`src/rtl/nhbf_pkg.sv`:
```
package nhbf_pkg;

  // Hash and filter geometry.
  localparam int unsigned HashW      = 64;
  localparam int unsigned ByteW      = 8;
  localparam int unsigned HashBytes  = HashW / ByteW;
  localparam int unsigned FilterBits = 256;
  localparam int unsigned FilterIdxW = $clog2(FilterBits);

  localparam logic [HashW-1:0] HashSeed = HashW'(5381);
  localparam logic [ByteW-1:0] Colon    = 8'h3A;

  // A finished name on its way to the filter stage.
  typedef struct packed {
    logic             insert;
    logic [HashW-1:0] hash;
  } fold_req_t;

  // One hash step: h * 33 xor the sign-extended byte.
  function automatic logic [HashW-1:0] hash_byte(input logic [HashW-1:0] h,
                                                 input logic [ByteW-1:0] b);
    logic [HashW-1:0] ext;
    ext = {{(HashW - ByteW){b[ByteW-1]}}, b};
    return ((h << 5) + h) ^ ext;
  endfunction

  // Sum of the eight hash bytes, modulo 256.
  function automatic logic [ByteW-1:0] fold_hash(input logic [HashW-1:0] h);
    logic [ByteW-1:0] sum;
    sum = '0;
    for (int k = 0; k < HashBytes; k++) begin
      sum = sum + h[k*ByteW +: ByteW];
    end
    return sum;
  endfunction

endpackage

```
`src/rtl/nhbf_hasher.sv`:
```
module nhbf_hasher (
  input  logic                       clk_i,
  input  logic                       rst_ni,
  input  logic                       accept_i,
  input  logic                       command_i,
  input  logic [nhbf_pkg::ByteW-1:0] name_byte_i,
  input  logic                       last_i,
  output logic [nhbf_pkg::HashW-1:0] hash_next_o
);

  logic [nhbf_pkg::HashW-1:0] hash_q, hash_d;
  logic                       prev_colon_q, prev_colon_d;
  logic                       sep_seen_q, sep_seen_d;
  logic                       is_colon;
  logic                       restart;

  assign is_colon = (name_byte_i == nhbf_pkg::Colon);
  // Only an insert restarts on its first double colon.
  assign restart  = command_i && !sep_seen_q && prev_colon_q && is_colon;

  assign hash_next_o = restart ? nhbf_pkg::HashSeed
                               : nhbf_pkg::hash_byte(hash_q, name_byte_i);

  always_comb begin
    hash_d       = hash_q;
    prev_colon_d = prev_colon_q;
    sep_seen_d   = sep_seen_q;
    if (accept_i) begin
      if (last_i) begin
        hash_d       = nhbf_pkg::HashSeed;
        prev_colon_d = 1'b0;
        sep_seen_d   = 1'b0;
      end else begin
        hash_d       = hash_next_o;
        prev_colon_d = is_colon;
        sep_seen_d   = sep_seen_q || restart;
      end
    end
  end

  always_ff @(posedge clk_i or negedge rst_ni) begin
    if (!rst_ni) begin
      hash_q       <= nhbf_pkg::HashSeed;
      prev_colon_q <= 1'b0;
      sep_seen_q   <= 1'b0;
    end else begin
      hash_q       <= hash_d;
      prev_colon_q <= prev_colon_d;
      sep_seen_q   <= sep_seen_d;
    end
  end

endmodule

```
`src/rtl/nhbf_filter.sv`:
```
module nhbf_filter (
  input  logic                       clk_i,
  input  logic                       rst_ni,
  input  logic                       advance_i,
  input  nhbf_pkg::fold_req_t        req_i,
  output logic [nhbf_pkg::ByteW-1:0] hash_value_o,
  output logic                       hit_o
);

  logic [nhbf_pkg::FilterBits-1:0] bits_q, bits_d;
  logic [nhbf_pkg::FilterIdxW-1:0] idx;

  assign hash_value_o = nhbf_pkg::fold_hash(req_i.hash);
  assign idx          = hash_value_o[nhbf_pkg::FilterIdxW-1:0];
  assign hit_o        = !req_i.insert && bits_q[idx];

  always_comb begin
    bits_d = bits_q;
    if (advance_i && req_i.insert) begin
      bits_d[idx] = 1'b1;
    end
  end

  always_ff @(posedge clk_i or negedge rst_ni) begin
    if (!rst_ni) begin
      bits_q <= '0;
    end else begin
      bits_q <= bits_d;
    end
  end

endmodule

```
`src/rtl/name_hash_bitmap_filter.sv`:
```
// A name's hash is registered in the fold stage, then its result in the output register.
// Throughput: one name byte per cycle unless stalled; the hash register updates once per
// accepted byte. The output register decouples the two sides, so input stalls only when
// both the fold stage and the output register hold results that have not been taken.
// Reset (rst_ni low, asynchronous) clears the filter bitmap, the colon flags and all valid
// bits, and loads the running hash with its seed of 5381.
module name_hash_bitmap_filter (
  input  logic                       clk_i,
  input  logic                       rst_ni,
  input  logic                       in_valid_i,
  output logic                       in_ready_o,
  input  logic                       command_i,
  input  logic [nhbf_pkg::ByteW-1:0] name_byte_i,
  input  logic                       last_i,
  output logic                       out_valid_o,
  input  logic                       out_ready_i,
  output logic [nhbf_pkg::ByteW-1:0] hash_value_o,
  output logic                       hit_o,
  output logic                       inserted_o
);

  logic                       in_acc;
  logic                       s2_adv;
  logic [nhbf_pkg::HashW-1:0] hash_next;

  // Fold stage: holds the full hash of a finished name.
  logic                       s1_valid_q, s1_valid_d;
  nhbf_pkg::fold_req_t        s1_q;

  // Output register.
  logic                       out_valid_q, out_valid_d;
  logic [nhbf_pkg::ByteW-1:0] hash_value_q;
  logic                       hit_q, inserted_q;

  logic [nhbf_pkg::ByteW-1:0] fold_value;
  logic                       fold_hit;

  // The fold stage moves forward whenever the output register is empty or being drained.
  assign s2_adv     = s1_valid_q && (!out_valid_q || out_ready_i);
  assign in_ready_o = !s1_valid_q || !out_valid_q || out_ready_i;
  assign in_acc     = in_valid_i && in_ready_o;

  // The running hash and the separator tracking live in the hasher.
  nhbf_hasher u_hasher (
    .clk_i       (clk_i),
    .rst_ni      (rst_ni),
    .accept_i    (in_acc),
    .command_i   (command_i),
    .name_byte_i (name_byte_i),
    .last_i      (last_i),
    .hash_next_o (hash_next)
  );

  // Folding and the bitmap lookup/update happen in one step, in request order, so an
  // insert is always visible to every later query.
  nhbf_filter u_filter (
    .clk_i        (clk_i),
    .rst_ni       (rst_ni),
    .advance_i    (s2_adv),
    .req_i        (s1_q),
    .hash_value_o (fold_value),
    .hit_o        (fold_hit)
  );

  always_comb begin
    s1_valid_d = s1_valid_q;
    if (in_acc && last_i) begin
      s1_valid_d = 1'b1;
    end else if (s2_adv) begin
      s1_valid_d = 1'b0;
    end
  end

  always_comb begin
    out_valid_d = out_valid_q;
    if (s2_adv) begin
      out_valid_d = 1'b1;
    end else if (out_ready_i) begin
      out_valid_d = 1'b0;
    end
  end

  always_ff @(posedge clk_i or negedge rst_ni) begin
    if (!rst_ni) begin
      s1_valid_q  <= 1'b0;
      out_valid_q <= 1'b0;
    end else begin
      s1_valid_q  <= s1_valid_d;
      out_valid_q <= out_valid_d;
    end
  end

  // Payload registers carry no reset.
  always_ff @(posedge clk_i) begin
    if (in_acc && last_i) begin
      s1_q.insert <= command_i;
      s1_q.hash   <= hash_next;
    end
    if (s2_adv) begin
      hash_value_q <= fold_value;
      hit_q        <= fold_hit;
      inserted_q   <= s1_q.insert;
    end
  end

  assign out_valid_o  = out_valid_q;
  assign hash_value_o = hash_value_q;
  assign hit_o        = hit_q;
  assign inserted_o   = inserted_q;

endmodule

```
`config.mk`:
```
export PLATFORM = sky130hd
export DESIGN_NAME = name_hash_bitmap_filter
export DESIGN_NICKNAME = d
export VERILOG_FILES = /design/src/rtl/nhbf_pkg.sv /design/src/rtl/nhbf_hasher.sv /design/src/rtl/nhbf_filter.sv /design/src/rtl/name_hash_bitmap_filter.sv
export SDC_FILE = /design/constraint.sdc
export NUM_CORES = 1
export LEC_CHECK = 0
export ABC_AREA = 0
export BUFFER_PORTS_ARGS = -buffer_cell sky130_fd_sc_hd__buf_4
export CORE_MARGIN = 2
export CORE_UTILIZATION = 25
export CTS_BUF_LIST = sky130_fd_sc_hd__clkbuf_8
export DETAILED_ROUTE_END_ITERATION = 16
export PLACE_DENSITY_LB_ADDON = 0.2
export SETUP_SLACK_MARGIN = 0.4
export SYNTH_ARGS = -nofsm -noshare
export SYNTH_HDL_FRONTEND = slang
export SYNTH_SLANG_ARGS = --single-unit
export TNS_END_PERCENT = 1
```
`constraint.sdc`:
```
create_clock -name clk_i -period 15.8 [get_ports clk_i]
set_clock_uncertainty 0.2 [all_clocks]
set_input_delay 2.37 -clock clk_i [delete_from_list [all_inputs] [get_ports clk_i]]
set_output_delay 2.37 -clock clk_i [all_outputs]
set_load 0.05 [all_outputs]
```
Word-level counts from Yosys, hierarchy flattened
Index checks and enable logic that the tools add are counted.
{ "word_totals": {"ff_bits": 399, "output_inout_bits": 12, "wordCells": 55, "input_bits": 14} }
{ "classes": {"n_addsub": 8, "n_eq_ne": 1, "n_bitwise": 2, "mux": 12, "n_reduce_logical": 19, "magnitude_cmp": 2} }
{ "op_table": {"columns": ["op", "n"], "rows": [
  ["OR 256 bit", 1],
  ["2-to-1 mux 64 bit", 2],
  ["adder 64 bit", 1],
  ["XOR 64 bit", 1],
  ["adder 8 bit", 7],
  ["logical AND 1 bit", 9],
  ["less-than comparator 8 x 9 -> 1 bit (second input constant)", 1],
  ["binary-select mux 1 bit (select 8 bit)", 1],
  ["demux 1 bit (select 8 bit)", 1],
  ["equality test 8 x 6 -> 1 bit (second input constant)", 1],
  [">= comparator 8 x 1 -> 1 bit (second input constant)", 1],
  ["2-to-1 mux 1 bit", 8],
  ["logical NOT 1 bit", 4],
  ["logical OR 1 bit", 4],
  ["nonzero test 2 bit", 2]
]} }

Depth between registers and ports, before layout
Gate-level depths: netlist (run 1).
{ "depth": {"ltp_word": 12, "depth_mapped": 20, "ltp_nobuf": 19} }

Hierarchy
A second synthesis (run 1) with hierarchy kept.
{ "hier_totals": {"hier_cells": 1857, "hier_area_um2": 21792.2} }
{ "by_module_without_submodules": {"columns": ["mod", "seq_area_each_um2", "area_per_inst_um2", "instances", "cells_each"], "rows": [
  ["nhbf_filter", 6406.1, 12453.2, 1, 894],
  ["nhbf_hasher", 1657.8, 6975.4, 1, 878],
  ["name_hash_bitmap_filter", 2302.2, 2363.5, 1, 85]
]} }

Worst setup path after synthesis (run 1)
No wires, ideal clock.
{ "synth_timing": {"path_kind": "register to register", "start": "register s1_q[2] (netlist name)", "end": "register hit_q, in the netlist hit_o, data pin", "path_stages_with_launch": 18, "arrival_time_ps": 5249, "synth_period_minus_slack_ps": 5718, "required_ps": 15331, "slack_ps": 10082, "setup_time_ps": 269, "path_buffers": 2, "path_cell_list": "edfxtp_1 -> inv_1 -> fa_1 -> inv_1 -> fa_1 -> fa_1 -> inv_1 -> fa_1 -> inv_1 -> ha_1 -> inv_1 -> fa_1 -> clkbuf_1 -> clkbuf_1 -> mux4_2 -> mux4_2 -> a211oi_1 -> nor3_1"} }
{ "synth_between": {"elab_chain_len": 10} }
{ "synth_rtl": {"columns": ["item", "line_no", "source"], "rows": [
  ["start, declared", "name_hash_bitmap_filter.sv:28", "nhbf_pkg::fold_req_t s1_q;"],
  ["adder 8 bit (7 in a row)", "nhbf_pkg.sv:32", "sum = sum + h[k*ByteW +: ByteW];"],
  ["binary-select mux 1 bit (select 8 bit)", "nhbf_filter.sv:15", "assign hit_o = !req_i.insert && bits_q[idx];"],
  ["2-to-1 mux 1 bit (implied by the code)", "nhbf_filter.sv:15", null],
  ["logical AND 1 bit", "nhbf_filter.sv:15", null],
  ["net fold_hit", "name_hash_bitmap_filter.sv:36", "logic fold_hit;"],
  ["end signal, assigned", "name_hash_bitmap_filter.sv:101", "hit_q <= fold_hit;"],
  ["end, declared", "name_hash_bitmap_filter.sv:33", "logic hit_q, inserted_q;"]
]} }
The timed path passes the listed nets, and every way through them passes these cells. The select of a mux whose other input is x is not followed.
A chain may end at the register's enable or synchronous reset.

Worst setup path after layout (run 1)
{ "layout_timing": {"start": "register s1_q[9] (netlist name)", "end": "register hit_q, in the netlist hit_o, data pin"} }
Same word-level chain as after synthesis.

==> metrics.cfg, run 1 <==
[yosys]
yosys.area.top_type = dfrtp_1
synth_top_area_share_pct = 37.6
synth.avg_cell_area_um2 = 11.7
synthFlopType = dfrtp_1
synth_edf_count = 75
syn-num-nets = 1940
synthArstFlopShare_pct = 81.2
synthTopCellsByArea = dfrtp_1 (38%), edfxtp_1 (11%), mux4_2 (8.5%)
synth.yosys.warnings = 0
syn_area_um2 = 21200
synth_common_cells = dfrtp_1 (319), a21o_1 (231), nand2_1 (118), nor2_1 (110), inv_1 (96)
ys_ff_latch = 399
synth_cells = 1820
yosysUniqueCellTypes = 63
yosysSeqAreaShare_pct = 48.8
synthMostInstantiatedCell = dfrtp_1

[clock_tree]
tritoncts = yes
cts-buffers-inserted = 72
cts_resized = 0
insertion_delay_ns = 0.65
cts_setup_buffers = 0
clk_pin_slew_ns = 0.06
root_buffer = clkbuf_8
clockBufferDepth = 3
cts.sinks = 399
cts_max_level = 3
cts.hold.buffers_added = 0

[timing]
setup_slack_ns = 9.18
slew_viol_final = 0
fin_setup_tns_ns = 0
tightest_slew_ns = 1.30
hold_violations = 0
fmax_mhz = 151
setup_viol = 0
slew_headroom_pct = 13.1
fin_crit_ns = 6.62
rsz0062_at_grt = false
fin_crit_sh_pct = 41.9

[grt]
grt_max_degree = 136
antenna_found_initial = 1
grt_overflow_total = 0
grt_first_pass_wirelength_um = 96500
grt_pass1_vias = 15013
grt_use_total_pct = 14.6

[worst_hold_path]
hp-start = u_filter.bits_q[177]
min_to = u_filter.bits_q[177]
hold_depth = 1
min_path_type = flop to flop

[critical_path]
rr_startpoint = s1_q[9]
r2r_cells = 11
path_class = flop to flop
critPathCaptureType = flop
cp_max_fo = 42
r2r-end = hit_o
crit_arrival_ns = 6.80
cp-start-kind = flop
worst_ep_required_time_ns = 15.98
reg2reg_slack_ns = 9.18

[final_layout]
final_cells = 3038
drive_above_1_share_pct = 14.5
areaGrowthSynthToFinish_pct = 14.2
final_net_count = 1963
finish.utilization_pct = 28.9

[routing]
wire_per_inst_um = 20.7
drt_wl_total_um = 62700
drc = 0
drtIter0Drc = 1032
drt-vias-per-instance = 4.81
num_vias = 14612
dr.pass1.iters = 5
ant_nets = 0

[status]
status = completed

[floorplanning]
rows = 106
die_x_um = 295
io_pins = 26
die_area_um2 = 87300
fp.coreArea_um2 = 83800
die_h_um = 295
initial_core_util_pct = 25.3

[place]
dpl.hpwl_um = 42000
preCtsSetupSlack_ns = 9.03
io_buffers = 25
gp_congestion = 0.833
dp.cells = 2903

[run]
cap_violations = 0

[worst max path at each step]
stage	depth (start not counted)	start	to	slack, ns
after global routing	11	s1_q[9]	hit_o	8.65
after floorplan	17	s1_q[2]	hit_o	10.08
after detailed placement	11	s1_q[9]	hit_o	9.03
after global placement	11	s1_q[9]	hit_o	9.13
after CTS	11	s1_q[9]	hit_o	9.01
final	11	s1_q[9]	hit_o	9.18
[through the flow]
stage                     hold slack [ns]  cell area [um^2]
after CTS                           0.253             24200
after global routing                0.260             24200
after global placement              0.233             22700
after detailed placement            0.239             22700
final                               0.249             24200
after floorplan                     0.223             21200
[kinds of logic (layout without fill, tap and decap cells)]
kind of cell,after synthesis,count (layout),share of synthesized area [%]
flip-flops,399,399,48.8
AND/OR/NAND/NOR,351,351,7.46
adder cells (fa/ha/maj),106,106,7.66
buffers and inverters,203,286,3.74
XOR/XNOR,132,132,5.52
AO/OA/AOI/OAI,540,540,17.9
multiplexers,89,89,8.91
other,0,1,0
[cell usage in the layout (no fill, tap or decap), types with 11 or more instances in the layout]
cell      synthesis  layout
dfrtp_1         319     319
a21o_1          231     231
mux4_2           80      80
o21bai_1         74      74
and2_1           12      12
o21ai_1          40      40
inv_1            96     115
nand2_1         118     117
xor2_1           36      35
edfxtp_1         75      75
nor3_1           16      12
a22o_1           29      29
nand4_1          19      19
xnor2_1          95      95
fa_1             40      38
buf_4             2      51
clkbuf_8          0      92
ha_1             66      65
and3_1           12      12
nor2_1          110     100
nand3_1          27      27
clkinv_2          0      11
a21oi_1          82      82
o21ai_0          19      19
[critical path: stages (launching register included)]
cell and delay (ns):
edfxtp_1 0.38, inv_1 0.09, fa_1 0.45, fa_1 0.53, fa_1 0.53, fa_4 1.27
buf_4 0.76, mux4_2 0.61, mux4_2 0.47, mux4_2 0.52, a2111oi_0 0.45, nor3_1 0.10
[state kept, by name, summed over array words and instances (netlist names)]
register,flops
u_hasher.prev_colon_q,1
inserted_o,1
hit_o,1
u_filter.bits_q,256
hash_value_o,8
out_valid_o,1
s1_q,65
u_hasher.sep_seen_q,1
u_hasher.hash_q,64
s1_valid_q,1
[routing by layer]
layer / up-vias / wire length (um) / track usage, %
met1: 7536 / 28900 / 20.0
met3: 95 / 2870 / 2.80
met2: 379 / 29600 / 23.7
li1: 6602 / - / -
met4: 0 / 1330 / 3.80
met5: - / 0 / 0
[cell type report]
| cell class | count | area, um^2 |
|---|---|---|
| clock inverters | 42 | 256 |
| inverters | 100 | 375 |
| fillers | 8698 | 59600 |
| repair buffers | 52 | 398 |
| multi-input cells | 1218 | 10200 |
| flip-flops and latches | 399 | 10400 |
| well taps | 1134 | 1420 |
| clock buffers | 92 | 1270 |
| diodes | 1 | 2.50 |
Power of run 1 is left out: the tool's default activity adds up to more than one toggle a clock period on the data nets, which glitch-free logic cannot reach.
==> run 2, diff against run 1 <==
==> constraint.sdc (replaced) <==
create_clock -name clk_i -period 6.7 [get_ports clk_i]
set_clock_uncertainty 0.2 [all_clocks]
set_input_delay 1.005 -clock clk_i [delete_from_list [all_inputs] [get_ports clk_i]]
set_output_delay 1.005 -clock clk_i [all_outputs]
set_load 0.05 [all_outputs]
==> run 2 against run 1 <==
Net effect:
- hold slack got worse by 0.063 ns
- utilization rose by 0.17 points
- cell area rose by 0.59%
- critical path type unchanged
- first-iteration DRC count fell by 1.5%
==> metrics.cfg, run 2 (same netlist as run 1, synthesis figures left out) <==
[routing]
drtIter0Drc = 1017  ; -1.5%
num_vias = 14473  ; -0.95%
drt_wl_total_um = 63400  ; +1.1%
drc = 0  ; unchanged
ant_nets = 0  ; unchanged
drt-vias-per-instance = 4.73  ; -1.7%
wire_per_inst_um = 20.7  ; +0.29%
dr.pass1.iters = 5  ; unchanged

[clock_tree]
clk_pin_slew_ns = 0.06  ; about the same
cts_max_level = 3  ; unchanged
insertion_delay_ns = 0.65  ; about the same
cts.sinks = 399  ; unchanged
root_buffer = clkbuf_8
clockBufferDepth = 3  ; unchanged
tritoncts = yes
cts_resized = 0  ; unchanged
cts-buffers-inserted = 75  ; +4.2%

[floorplanning]
die_h_um = 295  ; unchanged
die_area_um2 = 87300  ; unchanged
io_pins = 26  ; unchanged
die_x_um = 295  ; unchanged
rows = 106  ; unchanged
initial_core_util_pct = 25.3  ; unchanged
fp.coreArea_um2 = 83800  ; unchanged

[place]
dpl.hpwl_um = 43400  ; +3.4%
io_buffers = 25  ; unchanged
gp_congestion = 0.825  ; -0.96%

[critical_path]
critPathMostFrequentCell = inv_1
cp-start-kind = flop
cp_slowest_cell = fa_2
critPathCaptureType = flop
path_class = flop to flop
crit_arrival_ns = 6.02  ; -0.78 ns
cp_max_fo = 16  ; -62%
r2r-end = hit_o
r2r_cells = 16  ; +5
rr_startpoint = s1_q[2]
reg2reg_slack_ns = 0.87  ; -8.31 ns
worst_ep_required_time_ns = 6.89  ; -9.09 ns
crit_chain = inv_1 -> fa_1 -> inv_1 -> fa_1 -> fa_1 -> inv_1 -> fa_1 -> inv_1 -> ha_1 -> inv_1 -> fa_2 -> buf_4 -> mux4_2 -> mux4_2 -> a211oi_1 -> nor3_1
cp_slowest_stage_delay_ns = 0.79  ; -0.48 ns

[grt]
antenna_found_initial = 2  ; +1
grt_use_total_pct = 14.8  ; +0.19 points
grt_max_degree = 131  ; -3.7%
grt_first_pass_wirelength_um = 97900  ; +1.4%
grt_overflow_total = 0  ; unchanged
grt_pass1_vias = 15254  ; +1.6%

[timing]
slew_headroom_pct = 25.4  ; +12 points
fin_setup_tns_ns = 0  ; unchanged
rsz0062_at_grt = false
fmax_mhz = 172  ; +14%
fin_crit_sh_pct = 87.0  ; +45 points
fin_hold_ws_ns = 0.185  ; -0.0635 ns
setup_viol = 0  ; unchanged
fin_crit_ns = 5.83  ; -0.793 ns
tightest_slew_ns = 1.11  ; -0.185 ns
hold_violations = 0  ; unchanged
slew_viol_final = 0  ; unchanged

[final_layout]
largest_registers = u_filter.bits_q x256, s1_q x65, u_hasher.hash_q x64
final_cell_mix = dfrtp_1 (319), a21o_1 (231), inv_1 (122), nand2_1 (117), nor2_1 (100)
drive_above_1_share_pct = 15.1  ; +0.60 points
largest_register_ffs = 256  ; unchanged
final_net_count = 1991  ; +1.4%
n_fill_cell = 8727  ; +0.33%
largest_register = u_filter.bits_q
areaGrowthSynthToFinish_pct = 14.9
final_common_cell = dfrtp_1

[worst_hold_path]
min_path_type = primary input to asynchronous set/reset pin

[status]
status = completed

[run]
cap_violations = 0  ; unchanged

==> run 2: metal layers <==
layer	up-vias	part of all wire, %	track usage, %
li1	6669	-	-
met1	7428	46	20.2
met2	295	48	24.3
met3	81	3.7	2.59
met4	0	1.8	3.52
met5	-	0	0
==> run 2: cell type report <==
type / count / area [um^2] / share of cell area [%]
clock buffers: 86 / 1180 / 4.85
multi-input cells: 1218 / 10200 / 41.6
clock inverters: 47 / 263 / 1.08
well taps: 1134 / 1420 / 5.82
repair buffers: 77 / 623 / 2.56
inverters: 100 / 375 / 1.54
diodes: 1 / 2.50 / 0.0103
flip-flops and latches: 399 / 10400 / 42.5
==> run 2: worst max-delay path by stage <==
stage | to | start | cells past startpoint
floorplan | hit_o | s1_q[2] | 17
global placement | hit_o | s1_q[9] | 11
detailed placement | hit_o | s1_q[9] | 12
CTS | hit_o | s1_q[17] | 12
global route | hit_o | s1_q[2] | 16
finish | hit_o | s1_q[2] | 16
==> run 2: critical path, delay by kind of cell (launching register included) <==
family | cells | cell delay (ns)
mux | 2 | 1.05
fa+ha+maj | 6 | 3.00
compound gates | 1 | 0.24
simple gates | 1 | 0.09
buf+inv | 6 | 0.67
flops | 1 | 0.32
==> run 2: metrics by stage <==
step	area [um^2]	instances	worst slack, ns	util, %
2_1_floorplan	21200	1820	0.982	-
3_3_place_gp	22900	2927	0.673	27.3
3_5_place_dp	22900	2927	0.626	27.3
4_1_cts	24400	3060	0.630	29.1
5_1_grt	24400	3062	0.608	29.1
6_report	24400	3062	0.874	29.1
==> run 2: what timing repair did <==
action,CTS,global route
endpoints found under the setup margin,0,1
buffers inserted,0,1
hold endpoints to repair,0,0
hold buffers,0,0
Power of run 2 is left out for the same reason.
==> run 3, diff against run 2 <==
--- a/config.mk
+++ b/config.mk
@@ -6,11 +6,11 @@
 export NUM_CORES = 1
 export LEC_CHECK = 0
 export ABC_AREA = 0
-export BUFFER_PORTS_ARGS = -buffer_cell sky130_fd_sc_hd__buf_4
 export CORE_MARGIN = 2
 export CORE_UTILIZATION = 25
 export CTS_BUF_LIST = sky130_fd_sc_hd__clkbuf_8
 export DETAILED_ROUTE_END_ITERATION = 16
+export DONT_BUFFER_PORTS = 1
 export PLACE_DENSITY_LB_ADDON = 0.2
 export SETUP_SLACK_MARGIN = 0.4
 export SYNTH_ARGS = -nofsm -noshare
==> run 3 against run 2 <==
Net effect:
- the flow now finishes with violations (hold timing)
- non-clock buffer count fell by 33
- routed wire length fell by 0.12%
- fmax fell by 1.5%
- largest cell class unchanged
==> metrics.cfg, run 3 (same netlist as run 1, synthesis figures left out) <==
[timing]
fin_setup_tns_ns = 0  ; unchanged
slew_viol_final = 0  ; unchanged
fin_crit_sh_pct = 88.3  ; +1.3 points
slew_headroom_pct = 24.9  ; -0.42 points
fin_hold_ws_ns = -0.142  ; -0.328 ns
tightest_slew_ns = 1.13  ; +0.0143 ns
rsz0062_at_grt = false
hold_violations = 179  ; +179
setup_viol = 0  ; unchanged
fmax_mhz = 169  ; -1.5%
fin_crit_ns = 5.92  ; +0.0894 ns

[critical_path]
path_class = flop to flop
reg2reg_slack_ns = 0.78  ; -0.09 ns
cp_slowest_stage_delay_ns = 0.95  ; +0.16 ns
critPathCaptureType = flop
r2r_cells = 16  ; unchanged
cp_slowest_cell = fa_1
cp-start-kind = flop
cp_max_fo = 14  ; -2
worst_ep_required_time_ns = 6.91  ; +0.02 ns
r2r-end = hit_o
rr_startpoint = s1_q[2]
crit_arrival_ns = 6.13  ; +0.11 ns
crit_chain = inv_1 -> fa_1 -> inv_1 -> fa_1 -> fa_1 -> inv_1 -> fa_1 -> inv_1 -> ha_2 -> inv_1 -> fa_1 -> buf_4 -> mux4_2 -> mux4_2 -> a211oi_1 -> nor3_1

[routing]
drtIter0Drc = 939  ; -7.7%
drt_wl_total_um = 63300  ; -0.12%
drc = 0  ; unchanged
wire_per_inst_um = 20.9  ; +0.73%
num_vias = 14439  ; -0.23%
dr.pass1.iters = 5  ; unchanged
ant_nets = 0  ; unchanged
drt-vias-per-instance = 4.76  ; +0.62%

[final_layout]
largest_register = u_filter.bits_q
final_cell_mix = dfrtp_1 (319), a21o_1 (231), inv_1 (123), nand2_1 (117), nor2_1 (100)
final_common_cell = dfrtp_1
drive_above_1_share_pct = 13.7  ; -1.4 points
final_net_count = 1959  ; -1.6%
largest_registers = u_filter.bits_q x256, s1_q x65, u_hasher.hash_q x64
areaGrowthSynthToFinish_pct = 14.0
n_fill_cell = 8726  ; -0.011%
largest_register_ffs = 256  ; unchanged

[clock_tree]
cts_resized = 0  ; unchanged
root_buffer = clkbuf_8
tritoncts = yes
cts-buffers-inserted = 76  ; +1.3%
cts.sinks = 399  ; unchanged
clockBufferDepth = 3  ; unchanged
cts_max_level = 3  ; unchanged
cts_setup_buffers = 0  ; unchanged
insertion_delay_ns = 0.66  ; about the same
clk_pin_slew_ns = 0.07  ; about the same

[grt]
grt_overflow_total = 0  ; unchanged
antenna_found_initial = 2  ; unchanged
grt_pass1_vias = 15144  ; -0.72%
grt_max_degree = 325  ; +150%
grt_use_total_pct = 14.9  ; +0.085 points
grt_first_pass_wirelength_um = 98000  ; about the same

[run]
cap_violations = 0  ; unchanged

[floorplanning]
initial_core_util_pct = 25.3  ; unchanged
rows = 106  ; unchanged
die_h_um = 295  ; unchanged
fp.coreArea_um2 = 83800  ; unchanged
die_x_um = 295  ; unchanged
io_pins = 26  ; unchanged
die_area_um2 = 87300  ; unchanged

[status]
violations = hold timing
status = complete, but fails checks

[place]
dpl.hpwl_um = 42200  ; -2.8%
gp_congestion = 0.870  ; +5.4%
io_buffers = 0  ; -100%

[worst_hold_path]
min_path_type = primary input to asynchronous set/reset pin

-- run 3: cell types whose count changed in the layout (fill, tap and decap cells not counted), sizes merged --
cell,change
bufinv,+2
clkbuf,-1
clkinvlp,+2
clkinv,+4
buf,-33
-- run 3: area by class of cell --
class	instances	area [um^2]	area share, %
Antenna cell	1	2.50	0.0103
Clock buffer	85	1170	4.83
Clock inverter	55	350	1.45
Inverter	100	375	1.55
Multi-Input combinational cell	1218	10100	41.9
Sequential cell	399	10400	42.8
Tap cell	1134	1420	5.86
Timing Repair Buffer	44	380	1.57
-- run 3: metal layers --
metal	vias to the layer above	track usage (%)	wire length, um
met5	-	0	13
met4	2	3.59	1210
met3	93	2.86	2640
met2	314	24.3	30200
met1	7439	20.3	29300
li1	6591	-	-
-- run 3: critical path, delay by kind of cell, from the launching register on --
family | cells | cell delay (ns)
multiplexers | 2 | 1.04
adder cells (fa/ha/maj) | 6 | 3.16
AO/OA/AOI/OAI | 1 | 0.25
buffers and inverters | 6 | 0.65
AND/OR/NAND/NOR | 1 | 0.07
flip-flops | 1 | 0.32
-- run 3: per-stage QoR --
stage | utilization, % | setup WS, ns | hold slack, ns | instances | area (um^2)
2_1_floorplan | - | 0.982 | 0.223 | 1820 | 21200
6_report | 28.9 | 0.784 | -0.142 | 3036 | 24200
5_1_grt | 28.9 | 0.466 | -0.212 | 3036 | 24200
3_3_place_gp | 27.1 | 0.734 | 0.232 | 2895 | 22700
4_1_cts | 28.9 | 0.712 | -0.222 | 3035 | 24200
3_5_place_dp | 27.1 | 0.701 | 0.239 | 2895 | 22700
-- run 3: worst max path at each step --
stage,start,endpoint,slack (ns),depth (start not counted)
floorplan,s1_q[2],hit_o,0.98,17
detailed placement,s1_q[2],hit_o,0.70,16
global placement,s1_q[2],hit_o,0.73,16
CTS,s1_q[2],hit_o,0.71,16
global route,s1_q[2],hit_o,0.47,16
finish,s1_q[2],hit_o,0.78,16
Power of run 3 is left out for the same reason.
